## src/rtl/core/pfc_pkg.sv

```systemverilog
`timescale 1ns / 1ps
// Shared types, format codes and constants for the pixel format converter.
package pfc_pkg;

  typedef enum logic [2:0] {
    FMT_RGBA8888 = 3'd0,
    FMT_RGB888   = 3'd1,
    FMT_RGB565   = 3'd2,
    FMT_RGBA4444 = 3'd3,
    FMT_RGB5A1   = 3'd4,
    FMT_AI88     = 3'd5,
    FMT_A8       = 3'd6,
    FMT_I8       = 3'd7
  } fmt_t;

  typedef enum logic {
    REG_SOURCE_FORMAT = 1'b0,
    REG_TARGET_FORMAT = 1'b1
  } reg_idx_t;

  localparam int PADDR_W = 3;

  // Luminance weights; the sum is below 2^18
  localparam int LUMA_SUM_W = 18;
  localparam logic [LUMA_SUM_W-1:0] LUMA_WR    = 18'd299;
  localparam logic [LUMA_SUM_W-1:0] LUMA_WG    = 18'd587;
  localparam logic [LUMA_SUM_W-1:0] LUMA_WB    = 18'd114;
  localparam logic [LUMA_SUM_W-1:0] LUMA_ROUND = 18'd500;

  // Exact divide by 1000 over the sum range: ceil(2^28 / 1000)
  localparam int LUMA_RECIP_W = 19;
  localparam int LUMA_SHIFT   = 28;
  localparam logic [LUMA_RECIP_W-1:0] LUMA_RECIP = 19'd268436;
  localparam int LUMA_PROD_W  = LUMA_SUM_W + LUMA_RECIP_W;

  localparam logic [7:0] ALPHA_OPAQUE = 8'hFF;

  typedef struct packed {
    fmt_t source_format;
    fmt_t target_format;
  } cfg_t;

  typedef struct packed {
    logic [7:0] byte0;
    logic [7:0] byte1;
    logic [7:0] byte2;
    logic [7:0] byte3;
    logic       last_pixel;
  } pixel_t;

  typedef struct packed {
    logic [31:0] pixel_word;
    logic [2:0]  out_bytes;
    fmt_t        format_used;
    logic        fell_back;
    logic        last_out;
  } result_t;

  function automatic logic [2:0] fmt_bytes(fmt_t f);
    logic [2:0] n;
    case (f)
      FMT_RGBA8888: n = 3'd4;
      FMT_RGB888:   n = 3'd3;
      FMT_A8,
      FMT_I8:       n = 3'd1;
      default:      n = 3'd2;
    endcase
    return n;
  endfunction

endpackage

```

## src/rtl/core/pfc_if.sv

```systemverilog
`timescale 1ns / 1ps
// Valid/ready stream interfaces for source pixels and converted results.
interface pfc_pixel_if;
  logic       valid;
  logic       ready;
  logic [7:0] byte0;
  logic [7:0] byte1;
  logic [7:0] byte2;
  logic [7:0] byte3;
  logic       last_pixel;

  modport source (output valid, output byte0, output byte1, output byte2, output byte3,
                  output last_pixel, input ready);
  modport sink (input valid, input byte0, input byte1, input byte2, input byte3,
                input last_pixel, output ready);
endinterface

interface pfc_result_if;
  logic        valid;
  logic        ready;
  logic [31:0] pixel_word;
  logic [2:0]  out_bytes;
  logic [2:0]  format_used;
  logic        fell_back;
  logic        last_out;

  modport source (output valid, output pixel_word, output out_bytes, output format_used,
                  output fell_back, output last_out, input ready);
  modport sink (input valid, input pixel_word, input out_bytes, input format_used,
                input fell_back, input last_out, output ready);
endinterface

```

## src/rtl/core/pfc_apb_regs.sv

```systemverilog
`timescale 1ns / 1ps
// APB register block holding the source and target format selects.
module pfc_apb_regs
  import pfc_pkg::*;
(
  input  logic               clk,
  input  logic               rst,
  input  logic               psel,
  input  logic               penable,
  input  logic               pwrite,
  input  logic [PADDR_W-1:0] paddr,
  input  logic [31:0]        pwdata,
  output logic [31:0]        prdata,
  output logic               pready,
  output cfg_t               cfg
);

  reg_idx_t idx;
  logic     wr;

  assign idx    = reg_idx_t'(paddr[2]);
  assign pready = 1'b1;
  assign wr     = psel && penable && pwrite;

  always_ff @(posedge clk) begin
    if (rst) begin
      cfg.source_format <= FMT_RGBA8888;
      cfg.target_format <= FMT_RGBA8888;
    end else if (wr) begin
      case (idx)
        REG_SOURCE_FORMAT: cfg.source_format <= fmt_t'(pwdata[2:0]);
        REG_TARGET_FORMAT: cfg.target_format <= fmt_t'(pwdata[2:0]);
        default: ;
      endcase
    end
  end

  always_comb begin
    case (idx)
      REG_SOURCE_FORMAT: prdata = {29'b0, cfg.source_format};
      REG_TARGET_FORMAT: prdata = {29'b0, cfg.target_format};
      default:           prdata = 32'b0;
    endcase
  end

endmodule

```

## src/rtl/core/pfc_luma.sv

```systemverilog
`timescale 1ns / 1ps
// Rounded luminance: registered weighted sum, then reciprocal-multiply divide by 1000.
module pfc_luma
  import pfc_pkg::*;
(
  input  logic       clk,
  input  logic       en,
  input  logic [7:0] r,
  input  logic [7:0] g,
  input  logic [7:0] b,
  output logic [7:0] luma
);

  logic [LUMA_SUM_W-1:0]  sum;
  logic [LUMA_SUM_W-1:0]  sum_next;
  logic [LUMA_PROD_W-1:0] prod;

  assign sum_next = LUMA_SUM_W'(r) * LUMA_WR + LUMA_SUM_W'(g) * LUMA_WG
                  + LUMA_SUM_W'(b) * LUMA_WB + LUMA_ROUND;

  always_ff @(posedge clk) begin
    if (en) begin
      sum <= sum_next;
    end
  end

  assign prod = {{LUMA_RECIP_W{1'b0}}, sum} * {{LUMA_SUM_W{1'b0}}, LUMA_RECIP};
  assign luma = prod[LUMA_SHIFT +: 8];

endmodule

```

## src/rtl/core/pfc_pack.sv

```systemverilog
`timescale 1ns / 1ps
// Format selection and channel packing for one pixel.
module pfc_pack
  import pfc_pkg::*;
(
  input  cfg_t       cfg,
  input  pixel_t     pix,
  input  logic [7:0] luma,
  output result_t    res
);

  fmt_t        src;
  fmt_t        dst;
  logic        gray_src;
  logic        rgb_src;
  logic        has_alpha;
  logic [7:0]  cr;
  logic [7:0]  cg;
  logic [7:0]  cb;
  logic [7:0]  al;
  logic [7:0]  lum;
  logic [31:0] word;
  logic [31:0] raw;
  logic        ok;

  assign src = cfg.source_format;
  assign dst = cfg.target_format;

  always_comb begin
    gray_src  = src inside {FMT_I8, FMT_AI88};
    rgb_src   = src inside {FMT_RGB888, FMT_RGBA8888};
    has_alpha = src inside {FMT_AI88, FMT_RGBA8888};

    if (gray_src) begin
      cr  = pix.byte0;
      cg  = pix.byte0;
      cb  = pix.byte0;
      lum = pix.byte0;
      al  = (src == FMT_AI88) ? pix.byte1 : ALPHA_OPAQUE;
    end else begin
      cr  = pix.byte0;
      cg  = pix.byte1;
      cb  = pix.byte2;
      lum = luma;
      al  = (src == FMT_RGBA8888) ? pix.byte3 : ALPHA_OPAQUE;
    end

    case (dst)
      FMT_RGBA8888: word = {al, cb, cg, cr};
      FMT_RGB888:   word = {8'b0, cb, cg, cr};
      FMT_RGB565:   word = {16'b0, cr[7:3], cg[7:2], cb[7:3]};
      FMT_RGBA4444: word = {16'b0, cr[7:4], cg[7:4], cb[7:4], al[7:4]};
      FMT_RGB5A1:   word = {16'b0, cr[7:3], cg[7:3], cb[7:3], al[7]};
      FMT_AI88:     word = {16'b0, al, lum};
      FMT_A8:       word = {24'b0, al};
      FMT_I8:       word = {24'b0, lum};
      default:      word = 32'b0;
    endcase

    ok = (gray_src || rgb_src) && (src != dst) && !(dst == FMT_A8 && !has_alpha);

    case (fmt_bytes(src))
      3'd1:    raw = {24'b0, pix.byte0};
      3'd2:    raw = {16'b0, pix.byte1, pix.byte0};
      3'd3:    raw = {8'b0, pix.byte2, pix.byte1, pix.byte0};
      default: raw = {pix.byte3, pix.byte2, pix.byte1, pix.byte0};
    endcase

    res.last_out = pix.last_pixel;
    if (ok) begin
      res.pixel_word  = word;
      res.out_bytes   = fmt_bytes(dst);
      res.format_used = dst;
      res.fell_back   = 1'b0;
    end else begin
      res.pixel_word  = raw;
      res.out_bytes   = fmt_bytes(src);
      res.format_used = src;
      res.fell_back   = (src != dst);
    end
  end

endmodule

```

## src/rtl/core/pixel_format_converter_top.sv

```systemverilog
`timescale 1ns / 1ps
// Top level of the pixel format converter: APB registers and three-stage pixel pipeline.
//
// Converts one pixel per clock from the selected source format to the selected
// target format. A request passes an input register, a luminance-sum register and
// the result register, and the pipe sustains one pixel per cycle while the result
// side keeps up; a stall on the result side backs up through the three stages.
// Program the two format registers only while no pixel is in flight.
module pixel_format_converter_top
  import pfc_pkg::*;
(
  input  logic               clk,
  input  logic               rst,
  input  logic               psel,
  input  logic               penable,
  input  logic               pwrite,
  input  logic [PADDR_W-1:0] paddr,
  input  logic [31:0]        pwdata,
  output logic [31:0]        prdata,
  output logic               pready,
  pfc_pixel_if.sink          pixel_in,
  pfc_result_if.source       result_out
);

  cfg_t       cfg;
  pixel_t     s1;
  pixel_t     s2;
  result_t    res;
  result_t    res_next;
  logic [7:0] luma;
  logic       s1_valid;
  logic       s2_valid;
  logic       out_valid;
  logic       in_acc;
  logic       s2_load;
  logic       out_load;

  pfc_apb_regs u_regs (
    .clk     (clk),
    .rst     (rst),
    .psel    (psel),
    .penable (penable),
    .pwrite  (pwrite),
    .paddr   (paddr),
    .pwdata  (pwdata),
    .prdata  (prdata),
    .pready  (pready),
    .cfg     (cfg)
  );

  assign out_load = s2_valid && (!out_valid || result_out.ready);
  assign s2_load  = s1_valid && (!s2_valid || out_load);
  assign pixel_in.ready = !s1_valid || s2_load;
  assign in_acc   = pixel_in.valid && pixel_in.ready;

  always_ff @(posedge clk) begin
    if (rst) begin
      s1_valid  <= 1'b0;
      s2_valid  <= 1'b0;
      out_valid <= 1'b0;
    end else begin
      s1_valid  <= in_acc || (s1_valid && !s2_load);
      s2_valid  <= s2_load || (s2_valid && !out_load);
      out_valid <= out_load || (out_valid && !result_out.ready);
    end
  end

  always_ff @(posedge clk) begin
    if (in_acc) begin
      s1 <= '{byte0: pixel_in.byte0, byte1: pixel_in.byte1, byte2: pixel_in.byte2,
              byte3: pixel_in.byte3, last_pixel: pixel_in.last_pixel};
    end
    if (s2_load) begin
      s2 <= s1;
    end
    if (out_load) begin
      res <= res_next;
    end
  end

  pfc_luma u_luma (
    .clk  (clk),
    .en   (s2_load),
    .r    (s1.byte0),
    .g    (s1.byte1),
    .b    (s1.byte2),
    .luma (luma)
  );

  pfc_pack u_pack (
    .cfg  (cfg),
    .pix  (s2),
    .luma (luma),
    .res  (res_next)
  );

  assign result_out.valid       = out_valid;
  assign result_out.pixel_word  = res.pixel_word;
  assign result_out.out_bytes   = res.out_bytes;
  assign result_out.format_used = res.format_used;
  assign result_out.fell_back   = res.fell_back;
  assign result_out.last_out    = res.last_out;

  a_fallback_src: assert property (@(posedge clk) disable iff (rst)
    (out_valid && res.fell_back) |-> (res.format_used == cfg.source_format))
    else $error("fallback result does not report the source format");

  a_bytes_match: assert property (@(posedge clk) disable iff (rst)
    out_valid |-> (res.out_bytes == fmt_bytes(res.format_used)))
    else $error("byte count does not match produced format");

  a_packed_upper_zero: assert property (@(posedge clk) disable iff (rst)
    (out_valid && res.out_bytes == 3'd2) |-> (res.pixel_word[31:16] == 16'b0))
    else $error("16-bit result has nonzero upper bytes");

  a_drain: assert property (@(posedge clk) disable iff (rst)
    (out_valid && result_out.ready && !s2_valid) |=> !out_valid)
    else $error("result valid without a pending request");

  a_stage_advance: assert property (@(posedge clk) disable iff (rst)
    s2_load |=> s2_valid)
    else $error("luminance stage lost a request");

endmodule
```

## src/flat_wrapper.sv

```systemverilog
// flat-port wrapper written by rule: the top's interface ports become plain ports
module pixel_format_converter_top_flat import pfc_pkg::*;
  (clk, rst, psel, penable, pwrite, paddr, pwdata, prdata, pready, pixel_in_valid, pixel_in_byte0, pixel_in_byte1, pixel_in_byte2, pixel_in_byte3, pixel_in_last_pixel, pixel_in_ready, result_out_valid, result_out_pixel_word, result_out_out_bytes, result_out_format_used, result_out_fell_back, result_out_last_out, result_out_ready);
  pfc_pixel_if pixel_in_i ();
  pfc_result_if result_out_i ();
  input  logic clk;
  input  logic rst;
  input  logic psel;
  input  logic penable;
  input  logic pwrite;
  input  logic [PADDR_W-1:0] paddr;
  input  logic [31:0] pwdata;
  output logic [31:0] prdata;
  output logic pready;
  input wire logic [$bits(pixel_in_i.valid)-1:0] pixel_in_valid;
  input wire logic [$bits(pixel_in_i.byte0)-1:0] pixel_in_byte0;
  input wire logic [$bits(pixel_in_i.byte1)-1:0] pixel_in_byte1;
  input wire logic [$bits(pixel_in_i.byte2)-1:0] pixel_in_byte2;
  input wire logic [$bits(pixel_in_i.byte3)-1:0] pixel_in_byte3;
  input wire logic [$bits(pixel_in_i.last_pixel)-1:0] pixel_in_last_pixel;
  output wire logic [$bits(pixel_in_i.ready)-1:0] pixel_in_ready;
  output wire logic [$bits(result_out_i.valid)-1:0] result_out_valid;
  output wire logic [$bits(result_out_i.pixel_word)-1:0] result_out_pixel_word;
  output wire logic [$bits(result_out_i.out_bytes)-1:0] result_out_out_bytes;
  output wire logic [$bits(result_out_i.format_used)-1:0] result_out_format_used;
  output wire logic [$bits(result_out_i.fell_back)-1:0] result_out_fell_back;
  output wire logic [$bits(result_out_i.last_out)-1:0] result_out_last_out;
  input wire logic [$bits(result_out_i.ready)-1:0] result_out_ready;
  assign pixel_in_i.valid = pixel_in_valid;
  assign pixel_in_i.byte0 = pixel_in_byte0;
  assign pixel_in_i.byte1 = pixel_in_byte1;
  assign pixel_in_i.byte2 = pixel_in_byte2;
  assign pixel_in_i.byte3 = pixel_in_byte3;
  assign pixel_in_i.last_pixel = pixel_in_last_pixel;
  assign pixel_in_ready = pixel_in_i.ready;
  assign result_out_valid = result_out_i.valid;
  assign result_out_pixel_word = result_out_i.pixel_word;
  assign result_out_out_bytes = result_out_i.out_bytes;
  assign result_out_format_used = result_out_i.format_used;
  assign result_out_fell_back = result_out_i.fell_back;
  assign result_out_last_out = result_out_i.last_out;
  assign result_out_i.ready = result_out_ready;
  pixel_format_converter_top u_core (.clk(clk), .rst(rst), .psel(psel), .penable(penable), .pwrite(pwrite), .paddr(paddr), .pwdata(pwdata), .prdata(prdata), .pready(pready), .pixel_in(pixel_in_i), .result_out(result_out_i));
endmodule
```

## config.mk

```make
export PLATFORM = sky130hd
export DESIGN_NAME = pixel_format_converter_top_flat
export DESIGN_NICKNAME = d
export VERILOG_FILES = /design/src/rtl/core/pfc_pkg.sv /design/src/rtl/core/pfc_if.sv /design/src/rtl/core/pfc_apb_regs.sv /design/src/rtl/core/pfc_luma.sv /design/src/rtl/core/pfc_pack.sv /design/src/rtl/core/pixel_format_converter_top.sv /design/src/flat_wrapper.sv
export SDC_FILE = /design/constraint.sdc
export NUM_CORES = 1
export LEC_CHECK = 0
export BUFFER_PORTS_ARGS = -buffer_cell sky130_fd_sc_hd__buf_2
export CAP_MARGIN = 10
export CELL_PAD_IN_SITES_DETAIL_PLACEMENT = 0
export CELL_PAD_IN_SITES_GLOBAL_PLACEMENT = 1
export CORE_UTILIZATION = 52
export DETAILED_ROUTE_END_ITERATION = 8
export PLACE_DENSITY_LB_ADDON = 0.05
export SYNTH_ARGS = -nofsm -noshare
export SYNTH_HDL_FRONTEND = slang
export SYNTH_SLANG_ARGS = --single-unit
```

## constraint.sdc

```tcl
create_clock -name clk -period 9.8 [get_ports clk]
set_clock_uncertainty 0.1 [all_clocks]
set_input_delay 0.98 -clock clk [delete_from_list [all_inputs] [get_ports clk]]
set_output_delay 0.98 -clock clk [all_outputs]
set_load 0.05 [all_outputs]
```

Yosys cells after proc, flatten, opt, wreduce, memory -nomap -nowiden
Cells that the tools add are included.
{ "classes": {"add_sub_neg": 3, "multipliers": 4, "n_eq_ne": 15, "muxes": 12, "bitwise": 1, "reduce_logical": 35} }
{ "ops": {"columns": ["op", "count"], "rows": [
  ["one-hot mux 32 bit (8 select lines)", 1],
  ["one-hot mux 32 bit (3 select lines)", 1],
  ["one-hot mux 32 bit (2 select lines)", 1],
  ["2-to-1 mux 8 bit", 6],
  ["2-to-1 mux 39 bit", 1],
  ["multiplier 18 x 17 -> 34 bit, second input constant", 1],
  ["== test 3 bit, second input constant", 7],
  ["adder 17 x 18 -> 18 bit", 1],
  ["adder 18 x 15 -> 18 bit", 1],
  ["adder 18 x 9 -> 18 bit, second input constant", 1],
  ["multiplier 8 x 10 -> 18 bit, second input constant", 1],
  ["one-hot mux 3 bit (3 select lines)", 2],
  ["multiplier 8 x 9 -> 17 bit, second input constant", 1],
  ["multiplier 8 x 6 -> 14 bit, second input constant", 1],
  ["== test 3 x 2 -> 1 bit, second input constant", 4],
  ["logical AND 1 bit", 11],
  ["== test 3 x 1 -> 1 bit, second input constant", 3],
  ["logical NOT 1 bit", 8],
  ["logical OR 1 bit", 7],
  ["logical NOT 3 bit", 2],
  ["nonzero test 2 bit", 3],
  ["AND reduction 2 bit", 2],
  ["OR reduction 2 bit", 2],
  ["inequality test 3 bit", 1],
  ["NOT 1 bit", 1]
]} }
{ "word_totals": {"register_bits": 133, "input_bits": 75, "elab_cells": 91} }

Logic depth before layout (Yosys ltp)
Gate-level depths: netlist of run 1.
{ "depth": {"word_depth": 8, "depth_mapped": 25, "mapped_depth_nobuf": 25} }

Cells and area by module
Synthesis of run 1 repeated with hierarchy kept, for this count alone.
{ "hier_totals": {"cells_unflattened": 1258, "area_unflattened_um2": 13665.6} }
{ "modules_own_cells": {"columns": ["module", "n_inst", "cells_each", "area_each_um2", "seq_area_each_um2"], "rows": [
  ["pfc_luma", 1, 803, 8135.3, 540.5],
  ["pixel_format_converter_top", 1, 120, 3318.2, 3243.1],
  ["pfc_pack", 1, 276, 1674.1, 0.0],
  ["pfc_apb_regs", 1, 59, 538.0, 120.1]
]} }

Least setup slack after synthesis of run 1
Ideal clock, no wire load.
{ "synth_path": {"kind": "reg-to-reg", "from": "register u_core.s1[9] (netlist bit)", "to": "register u_core.u_luma.sum[16], data pin", "setup_ps": 135, "arrival_ps": 6240, "path_slack_ps": 3325, "path_stages_with_launch": 24, "period_less_slack_ps": 6475, "path_cell_list": "edfxtp_1 -> fa_1 -> inv_1 -> fa_1 -> inv_1 -> ha_1 -> ha_1 -> inv_1 -> fa_1 -> xnor2_1 -> ha_1 -> ha_1 -> fa_1 -> inv_1 -> fa_1 -> fa_1 -> inv_1 -> ha_1 -> a21oi_1 -> o21ai_1 -> a211oi_2 -> a21oi_1 -> or4b_1 -> nand3_1"} }
{ "synth_via": {"elab_chain_len": 3} }
{ "synth_lines": {"columns": ["element", "line", "source"], "rows": [
  ["start, declared", "pixel_format_converter_top.sv:26", "pixel_t s1;"],
  ["start signal, assigned", "pixel_format_converter_top.sv:70", "s1 <= '{byte0: pixel_in.byte0, byte1: pixel_in.byte1, byte2: pixel_in.byte2,"],
  ["multiplier 8 x 6 -> 14 bit", "pfc_luma.sv:19", "+ LUMA_SUM_W'(b) * LUMA_WB + LUMA_ROUND;"],
  ["adder 18 x 15 -> 18 bit", "pfc_luma.sv:19", null],
  ["adder 18 x 9 -> 18 bit", "pfc_luma.sv:19", null],
  ["net u_core.u_luma.sum_next[16]", "pfc_luma.sv:15", "logic [LUMA_SUM_W-1:0] sum_next;"],
  ["end signal, assigned", "pfc_luma.sv:23", "sum <= sum_next;"],
  ["end, declared", "pfc_luma.sv:14", "logic [LUMA_SUM_W-1:0] sum;"]
]} }
The timed path passes the listed nets, and every way through them passes these cells.
A chain may end at the register's enable or synchronous reset.

Final worst setup path of run 1
Ends and elaborated chain as after synthesis.

==> flow_summary.json, run 1 <==
{
  "gp_congestion": 0.911,
  "drc": 0,
  "syn_inst": 1262,
  "cts_tree": "built",
  "final_cell_area_um2": 14800,
  "fin_setup_tns_ns": 0,
  "nets": 1797,
  "placed_cell_area_um2": 14200,
  "ctsHtreeMaxLevel": 4,
  "grt_pass1_vias": 8971,
  "setup_viol": 0,
  "final_util": 0.584,
  "dr.pass1.iters": 6,
  "syn_avg_cell_area_um2": 10.7,
  "synthDistinctLibCells": 73,
  "regArea_um2": 3900,
  "clkLatencyLatePin_ns": 0.43,
  "synth-simple-area-share": 0.0608,
  "io_buffers": 88,
  "startpoint": "u_core.s1[9]",
  "critical_path.endpoint": "u_core.u_luma.sum[16]",
  "post-place-ws_ns": 2.84,
  "reg2reg_setup_slack_ns": 2.84,
  "hold_buffers": 0,
  "slew_headroom": 0.230,
  "cts-root-buf": "clkbuf_16",
  "antenna_found_initial": 0,
  "synth_top_family_by_area": "adder cells",
  "wl_um": 29200,
  "r2r_end": "u_core.u_luma.sum[16]",
  "synth_flop_cell": "edfxtp_1",
  "fillCellCount": 2219,
  "grt_pass1_wl_um": 46800,
  "setup_slack_ns": 2.84,
  "post-cts-setup-buffers": 0,
  "synth_mux_area_frac": 0.0145,
  "criticalPathCategory": "flop to flop",
  "fp.dieH_um": 163,
  "syn_area_um2": 13500,
  "synth-adder-area-share": 0.415,
  "crit_path_end_kind": "flop",
  "setup.worst_path.start_class": "flop",
  "synth_edf_count": 124,
  "wl_per_cell_um": 17.3,
  "vias": 9069,
  "dieArea_um2": 26700,
  "die_w_um": 163,
  "worst_pin_slew_ns": 1.15,
  "drv_cap": 0,
  "cts_resized": 0,
  "grt_overflow": 0,
  "final-hold-violation-count": 0,
  "cp_data_required_time_ns": 9.98,
  "rsz0062_at_grt": "false",
  "synth_xor_area_frac": 0.0175,
  "drv_slew": 0,
  "post-route-period-util": 0.711,
  "multiInputGateArea_um2": 8420,
  "core-area_um2": 25300,
  "grt_usage": 0.232,
  "crit_arrival_ns": 7.15,
  "clk_pin_slew_worst_paths_ns": 0.06,
  "worstPathMaxFanout": 5,
  "reg2reg_depth": 23,
  "postSynth.asyncResetShare": 0,
  "clock.fmax_ghz": 0.144,
  "rows": 58,
  "cts.sinks": 133,
  "r2r-start": "u_core.s1[9]",
  "yosys_warnings": 0,
  "drt_iter0_drc": 572,
  "syn2layout_area_growth_pct": 9.44,
  "hp-class": "flop to flop",
  "min_period_ns": 6.96,
  "drive_above_1_share": 0.109,
  "routed_via_density": 5.37,
  "hpwlAfterDp_um": 23400,
  "antenna_left": 0,
  "ys_ff_latch": 133,
  "grt_max_degree": 51,
  "synth_compound_area_frac": 0.104,
  "clockBufferDepth": 2,
  "start_util": 0.534,
  "numCtsBuffers": 17,
  "io_pins": 150,
  "seq_area_frac_synth": 0.289,
  "status": "completed",
  "num_antenna_cells": 0
}
[logic make-up after synthesis]
logic type | after synthesis
fa+ha+maj | 376
buf+inv | 322
compound gates | 209
simple gates | 174
flops | 133
xor+xnor | 27
mux | 19
other cells | 2
[synthesized netlist by cell type (all sizes together) (7+ instances only)]
cell type,number,share of area
mux2i,14,0.010
and3,9,0.0045
a211oi,8,0.0048
o21ai,39,0.014
o21a,10,0.0056
nor2b,7,0.0032
clkbuf,13,0.0036
nor2,47,0.013
a31oi,7,0.0032
nand2,63,0.018
edfxtp,124,0.28
nor3,8,0.0033
xnor2,23,0.015
dfxtp,9,0.013
fa,121,0.18
o22ai,13,0.0065
ha,254,0.24
a21o,18,0.010
inv,265,0.074
nand3,14,0.0052
a21oi,55,0.021
a22o,9,0.0058
buf,43,0.021
[critical path: stages (launching register included)]
cell      delay, ns
edfxtp_1       0.52
fa_1           0.58
inv_1          0.05
fa_1           0.49
inv_1          0.04
ha_1           0.26
ha_1           0.16
inv_1          0.06
fa_1           0.45
xnor2_1        0.20
ha_1           0.26
ha_1           0.32
fa_1           0.53
inv_1          0.05
fa_1           0.46
fa_1           0.54
inv_1          0.04
ha_1           0.34
a21oi_1        0.20
o21ai_1        0.13
a211oi_2       0.27
a21oi_1        0.16
or4b_1         0.48
nand3_1        0.11
[worst min-delay path by stage]
stage / startpoint / endpoint / cells past startpoint
5_1_grt: u_core.s1[0] / u_core.s2[0] / 0
3_5_place_dp: u_core.s1[4] / u_core.s2[4] / 0
4_1_cts: u_core.s1[4] / u_core.s2[4] / 0
2_1_floorplan: u_core.s2[0] / u_core.result_out.last_out / 0
3_3_place_gp: u_core.s1[7] / u_core.s2[7] / 0
6_report: u_core.s1[4] / u_core.s2[4] / 0
[cells in the final DEF, fill, tap and decap left out, types with 9 or more instances in the layout]
cell,instances
a21oi_1,53
xnor2_1,23
dfxtp_1,9
o22ai_1,12
clkbuf_16,17
nand3_1,14
mux2i_1,14
a22o_1,9
ha_1,254
o21ai_1,9
conb_1,30
a21o_1,18
fa_1,121
inv_1,265
buf_2,88
edfxtp_1,124
nor2_1,47
o21a_1,9
o21ai_0,30
nand2_1,62
[sequential cells by signal, summed over array words and instances, names as in the netlist]
| signal | count |
|---|---|
| u_core.s1 | 33 |
| u_core.s2 | 33 |
| u_core.result_out.pixel_word | 32 |
| u_core.u_luma.sum | 18 |
| u_core.u_regs.cfg | 6 |
| u_core.result_out.format_used | 3 |
| u_core.result_out.out_bytes | 3 |
| u_core.result_out.fell_back | 1 |
| u_core.result_out.last_out | 1 |
| u_core.result_out.valid | 1 |
| u_core.s1_valid | 1 |
| u_core.s2_valid | 1 |
[layer usage]
layer	global-route usage	wire, um
met3	0.0302	1220
met5	0	0
met4	0.0569	355
met2	0.380	14100
met1	0.327	13500
[final cells by class]
| type | count | share of cell area |
|---|---|---|
| Sequential cell | 133 | 0.264 |
| Timing Repair Buffer | 94 | 0.0328 |
| Multi-Input combinational cell | 835 | 0.569 |
| Inverter | 266 | 0.0675 |
| Clock inverter | 14 | 0.00913 |
| Tap cell | 330 | 0.0279 |
| Clock buffer | 18 | 0.0297 |
[metrics by stage]
| stage | hold WS [ns] | std cells |
|---|---|---|
| after detailed placement | 0.305 | 1658 |
| after global placement | 0.302 | 1658 |
| final | 0.321 | 1690 |
| after floorplan | 0.300 | 1290 |
| after CTS | 0.320 | 1690 |
| after global routing | 0.327 | 1690 |
Power of run 1 is left out: the tool's default activity adds up to more than one toggle a clock period on the data nets, which glitch-free logic cannot reach.
==> run 2, diff against run 1 <==
--- a/config.mk
+++ b/config.mk
@@ -9,7 +9,7 @@
 export CAP_MARGIN = 10
 export CELL_PAD_IN_SITES_DETAIL_PLACEMENT = 0
 export CELL_PAD_IN_SITES_GLOBAL_PLACEMENT = 1
-export CORE_UTILIZATION = 52
+export CORE_UTILIZATION = 48
 export DETAILED_ROUTE_END_ITERATION = 8
 export PLACE_DENSITY_LB_ADDON = 0.05
 export SYNTH_ARGS = -nofsm -noshare
==> constraint.sdc (replaced) <==
create_clock -name clk -period 7.3 [get_ports clk]
set_clock_uncertainty 0.1 [all_clocks]
set_input_delay 0.73 -clock clk [delete_from_list [all_inputs] [get_ports clk]]
set_output_delay 0.73 -clock clk [all_outputs]
set_load 0.05 [all_outputs]
==> run 2 against run 1 <==
Fmax rose by 0.92%. Final cell count rose by 2.8%. First-iteration DRC count down 8.4%.
==> flow_summary.json, run 2 (synthesis gave the netlist of run 1 again) <==
{
  "status": "completed",
  "min_period_ns": 6.90,
  "grt_pass1_wl_um": 47300,
  "cts.sinks": 133,
  "io_buffers": 88,
  "rsz0062_at_grt": "false",
  "clockBufferDepth": 2,
  "drc": 0,
  "grt_max_degree": 51,
  "post-cts-setup-buffers": 0,
  "crit_path_end_kind": "flop",
  "cts_resized": 0,
  "final-hold-violation-count": 0,
  "crit_arrival_ns": 7.11,
  "cts_tree": "built",
  "drt_iter0_drc": 524,
  "crit_buf_inv": 5,
  "cp_num_cells": 23,
  "fp.dieH_um": 170,
  "die_w_um": 170,
  "routed_via_density": 5.16,
  "drv_cap": 0,
  "critPathMaxStageDelay_ns": 0.58,
  "final_common_cell": "inv_1",
  "dr.pass1.iters": 5,
  "wl_per_cell_um": 16.9,
  "setup.worst_path.start_class": "flop",
  "dieArea_um2": 28800,
  "drv_slew": 0,
  "grt_overflow": 0,
  "hpwlAfterDp_um": 23400,
  "core-area_um2": 27800,
  "clkLatencyLatePin_ns": 0.44,
  "hold_depth": 0,
  "drive_above_1_share": 0.107,
  "reg2reg_depth": 23,
  "setup_viol": 0,
  "syn2layout_area_growth_pct": 10.1,
  "cp_common_cell": "fa_1",
  "post-route-period-util": 0.945,
  "worst_pin_slew_ns": 1.14,
  "grt_usage": 0.217,
  "num_antenna_cells": 0,
  "layout_common_cells": "inv_1 (265), ha_1 (254), edfxtp_1 (124)",
  "hp-class": "flop to flop",
  "antenna_found_initial": 0,
  "ctsHtreeMaxLevel": 4,
  "cpMaxStageDelayCell": "fa_1",
  "start_util": 0.487,
  "path_cells": "fa_1 > inv_1 > fa_1 > inv_1 > ha_1 > ha_1 > inv_1 > fa_1 > xnor2_1 > ha_1 > ha_1 > fa_1 > inv_1 > fa_1 > fa_1 > inv_1 > ha_1 > a21oi_1 > o21ai_1 > a211oi_2 > a21oi_1 > or4b_1 > nand3_1",
  "vias": 8956,
  "cpLargestDelayFamily": "adder cells",
  "nets": 1796,
  "numCtsBuffers": 17,
  "clock.fmax_ghz": 0.145,
  "criticalPathCategory": "flop to flop",
  "clk_pin_slew_worst_paths_ns": 0.07,
  "worstPathMaxFanout": 5,
  "cp_data_required_time_ns": 7.51,
  "grt_pass1_vias": 8777,
  "slew_headroom": 0.238,
  "cts-root-buf": "clkbuf_16",
  "antenna_left": 0,
  "gp_congestion": 0.915,
  "fin_setup_tns_ns": 0,
  "rows": 61,
  "wl_um": 29400,
  "hold_buffers": 0,
  "io_pins": 150
}
-- run 2: stage by stage --
| stage | cell area, um2 | hold slack [ns] | setup slack [ns] | util | instances |
|---|---|---|---|---|---|
| global route | 14900 | 0.326 | 0.0530 | 0.536 | 1737 |
| finish | 14900 | 0.318 | 0.399 | 0.536 | 1737 |
| global placement | 14300 | 0.303 | 0.467 | 0.514 | 1705 |
| detailed placement | 14300 | 0.305 | 0.385 | 0.514 | 1705 |
| CTS | 14900 | 0.319 | 0.370 | 0.536 | 1737 |
| floorplan | 13600 | 0.300 | 0.825 | - | 1290 |
-- run 2: layer usage --
| layer | GRT usage | vias to the layer above | wire, um |
|---|---|---|---|
| li1 | - | 4400 | - |
| met1 | 0.315 | 4302 | 14000 |
| met2 | 0.341 | 227 | 13700 |
| met3 | 0.0326 | 27 | 1240 |
| met4 | 0.0541 | 0 | 444 |
| met5 | 0 | - | 0 |
-- run 2: cell type report --
class | count | area, um2
Fill cell | 2591 | 12900
Multi-Input combinational cell | 835 | 8420
Sequential cell | 133 | 3900
Inverter | 266 | 998
Timing Repair Buffer | 93 | 478
Tap cell | 378 | 473
Clock buffer | 17 | 425
Clock inverter | 15 | 183
-- run 2: worst register-to-register path: stages, from the launching register on --
cell      delay, ns
edfxtp_1       0.51
fa_1           0.58
inv_1          0.05
fa_1           0.49
inv_1          0.04
ha_1           0.26
ha_1           0.16
inv_1          0.07
fa_1           0.45
xnor2_1        0.19
ha_1           0.26
ha_1           0.30
fa_1           0.51
inv_1          0.05
fa_1           0.46
fa_1           0.54
inv_1          0.04
ha_1           0.35
a21oi_1        0.20
o21ai_1        0.13
a211oi_2       0.29
a21oi_1        0.17
or4b_1         0.49
nand3_1        0.08
-- run 2: worst paths after layout --
kind | start | endpoint | slack (ns)
hold / removal | u_core.s1[7] | u_core.s2[7] | 0.32
setup / recovery | u_core.s1[9] | u_core.u_luma.sum[16] | 0.40
setup reg to reg | u_core.s1[9] | u_core.u_luma.sum[16] | 0.40
hold reg to reg | u_core.s1[7] | u_core.s2[7] | 0.32
Power of run 2 is left out for the same reason.
==> run 3, diff against run 2 <==
--- a/config.mk
+++ b/config.mk
@@ -5,12 +5,12 @@
 export SDC_FILE = /design/constraint.sdc
 export NUM_CORES = 1
 export LEC_CHECK = 0
-export BUFFER_PORTS_ARGS = -buffer_cell sky130_fd_sc_hd__buf_2
 export CAP_MARGIN = 10
 export CELL_PAD_IN_SITES_DETAIL_PLACEMENT = 0
 export CELL_PAD_IN_SITES_GLOBAL_PLACEMENT = 1
-export CORE_UTILIZATION = 48
+export CORE_UTILIZATION = 40
 export DETAILED_ROUTE_END_ITERATION = 8
+export DONT_BUFFER_PORTS = 1
 export PLACE_DENSITY_LB_ADDON = 0.05
 export SYNTH_ARGS = -nofsm -noshare
 export SYNTH_HDL_FRONTEND = slang
==> run 3 against run 2 <==
Worst hold slack lost 0.056 ns. Design area shrank 2.4%. Fmax grew 0.53%. Critical path depth is the same. Core utilization shrank 9.4 points. Via count shrank 3.6%. Clock-buffer cell count is the same. Die area grew 20%.
==> flow_summary.json, run 3 (synthesis gave the netlist of run 1 again) <==
{
  "status": "completed",
  "stdcell_count": 1715,
  "dr.pass1.iters": 5,
  "nets": 1710,
  "cts_tree": "built",
  "wl_um": 30900,
  "cts.sinks": 133,
  "antenna_left": 0,
  "grt_overflow": 0,
  "start_util": 0.411,
  "wl_per_cell_um": 18.0,
  "worstPathMaxFanout": 5,
  "numCtsBuffers": 17,
  "num_antenna_cells": 0,
  "clockBufferDepth": 2,
  "grt_pass1_wl_um": 48400,
  "slew_headroom": 0.241,
  "cp_common_cell": "fa_1",
  "min_period_ns": 6.86,
  "rows": 66,
  "cpMaxStageDelayCell": "fa_1",
  "cp_data_required_time_ns": 7.49,
  "clock.fmax_ghz": 0.146,
  "fp.dieH_um": 186,
  "antenna_found_initial": 0,
  "final_common_cell": "inv_1",
  "core-area_um2": 32900,
  "hpwlAfterDp_um": 24900,
  "grt_max_degree": 51,
  "final-hold-violation-count": 0,
  "clkLatencyLatePin_ns": 0.43,
  "drc": 0,
  "holdWs_ns": 0.263,
  "fin_setup_tns_ns": 0,
  "dieArea_um2": 34500,
  "setup_viol": 0,
  "gp_congestion": 0.867,
  "placed_cells": 1682,
  "ctsHtreeMaxLevel": 4,
  "path_cells": "fa_1 > inv_1 > fa_1 > inv_1 > ha_1 > ha_1 > inv_1 > fa_1 > xnor2_1 > ha_1 > ha_1 > fa_1 > inv_1 > fa_1 > fa_1 > inv_1 > ha_1 > a21oi_1 > o21ai_1 > a211oi_2 > a21oi_1 > or4b_1 > nand3_1",
  "post-route-period-util": 0.940,
  "io_pins": 150,
  "drv_cap": 0,
  "grt_usage": 0.189,
  "setup.worst_path.start_class": "flop",
  "layout_common_cells": "inv_1 (265), ha_1 (254), edfxtp_1 (124)",
  "critPathMaxStageDelay_ns": 0.54,
  "vias": 8634,
  "criticalPathCategory": "flop to flop",
  "cts-root-buf": "clkbuf_16",
  "die_w_um": 186,
  "hold_buffers": 0,
  "drt_iter0_drc": 528,
  "crit_path_end_kind": "flop",
  "syn2layout_area_growth_pct": 7.42,
  "grt_pass1_vias": 8633,
  "crit_arrival_ns": 7.06,
  "cpLargestDelayFamily": "adder cells",
  "routed_via_density": 5.03,
  "clk_pin_slew_worst_paths_ns": 0.06,
  "rsz0062_at_grt": "false",
  "drive_above_1_share": 0.0471,
  "crit_buf_inv": 5,
  "io_buffers": 0,
  "worst_pin_slew_ns": 1.14,
  "hp-class": "primary input to flop",
  "drv_slew": 0
}
-- run 3: layout make-up --
cell class | count | area, um2
fillers | 3277 | 18300
multi-input cells | 835 | 8430
flip-flops and latches | 133 | 3900
inverters | 266 | 998
well taps | 442 | 553
clock buffers | 17 | 425
clock inverters | 15 | 163
repair buffers | 7 | 52.6
-- run 3: stage by stage --
stage / utilization / area (um2) / setup slack [ns]
6_report: 0.442 / 14500 / 0.435
5_1_grt: 0.442 / 14500 / 0.00540
4_1_cts: 0.442 / 14500 / 0.346
3_5_place_dp: 0.424 / 13900 / 0.358
3_3_place_gp: 0.424 / 13900 / 0.442
2_1_floorplan: - / 13600 / 0.825
-- run 3: worst paths after layout --
kind | start | end | slack (ns) | cells past startpoint
max | u_core.s1[10] | u_core.u_luma.sum[16] | 0.44 | 23
min | rst | u_core.u_regs.cfg[2] | 0.26 | 1
max reg2reg | u_core.s1[10] | u_core.u_luma.sum[16] | 0.44 | 23
min reg2reg | u_core.s1[4] | u_core.s2[4] | 0.32 | 0
-- run 3: layer usage --
metal | part of all wire | track usage | up-vias
met3 | 0.032 | 0.0311 | 28
met5 | 0 | 0 | -
li1 | - | - | 4230
met1 | 0.49 | 0.275 | 4227
met2 | 0.46 | 0.292 | 149
met4 | 0.011 | 0.0413 | 0
-- run 3: what timing repair did --
item | 4_1_cts | 5_1_grt
gates resized for setup | 0 | 1
endpoints found under the setup margin | 0 | 3
setup buffers | 0 | 1
Power of run 3 is left out for the same reason.
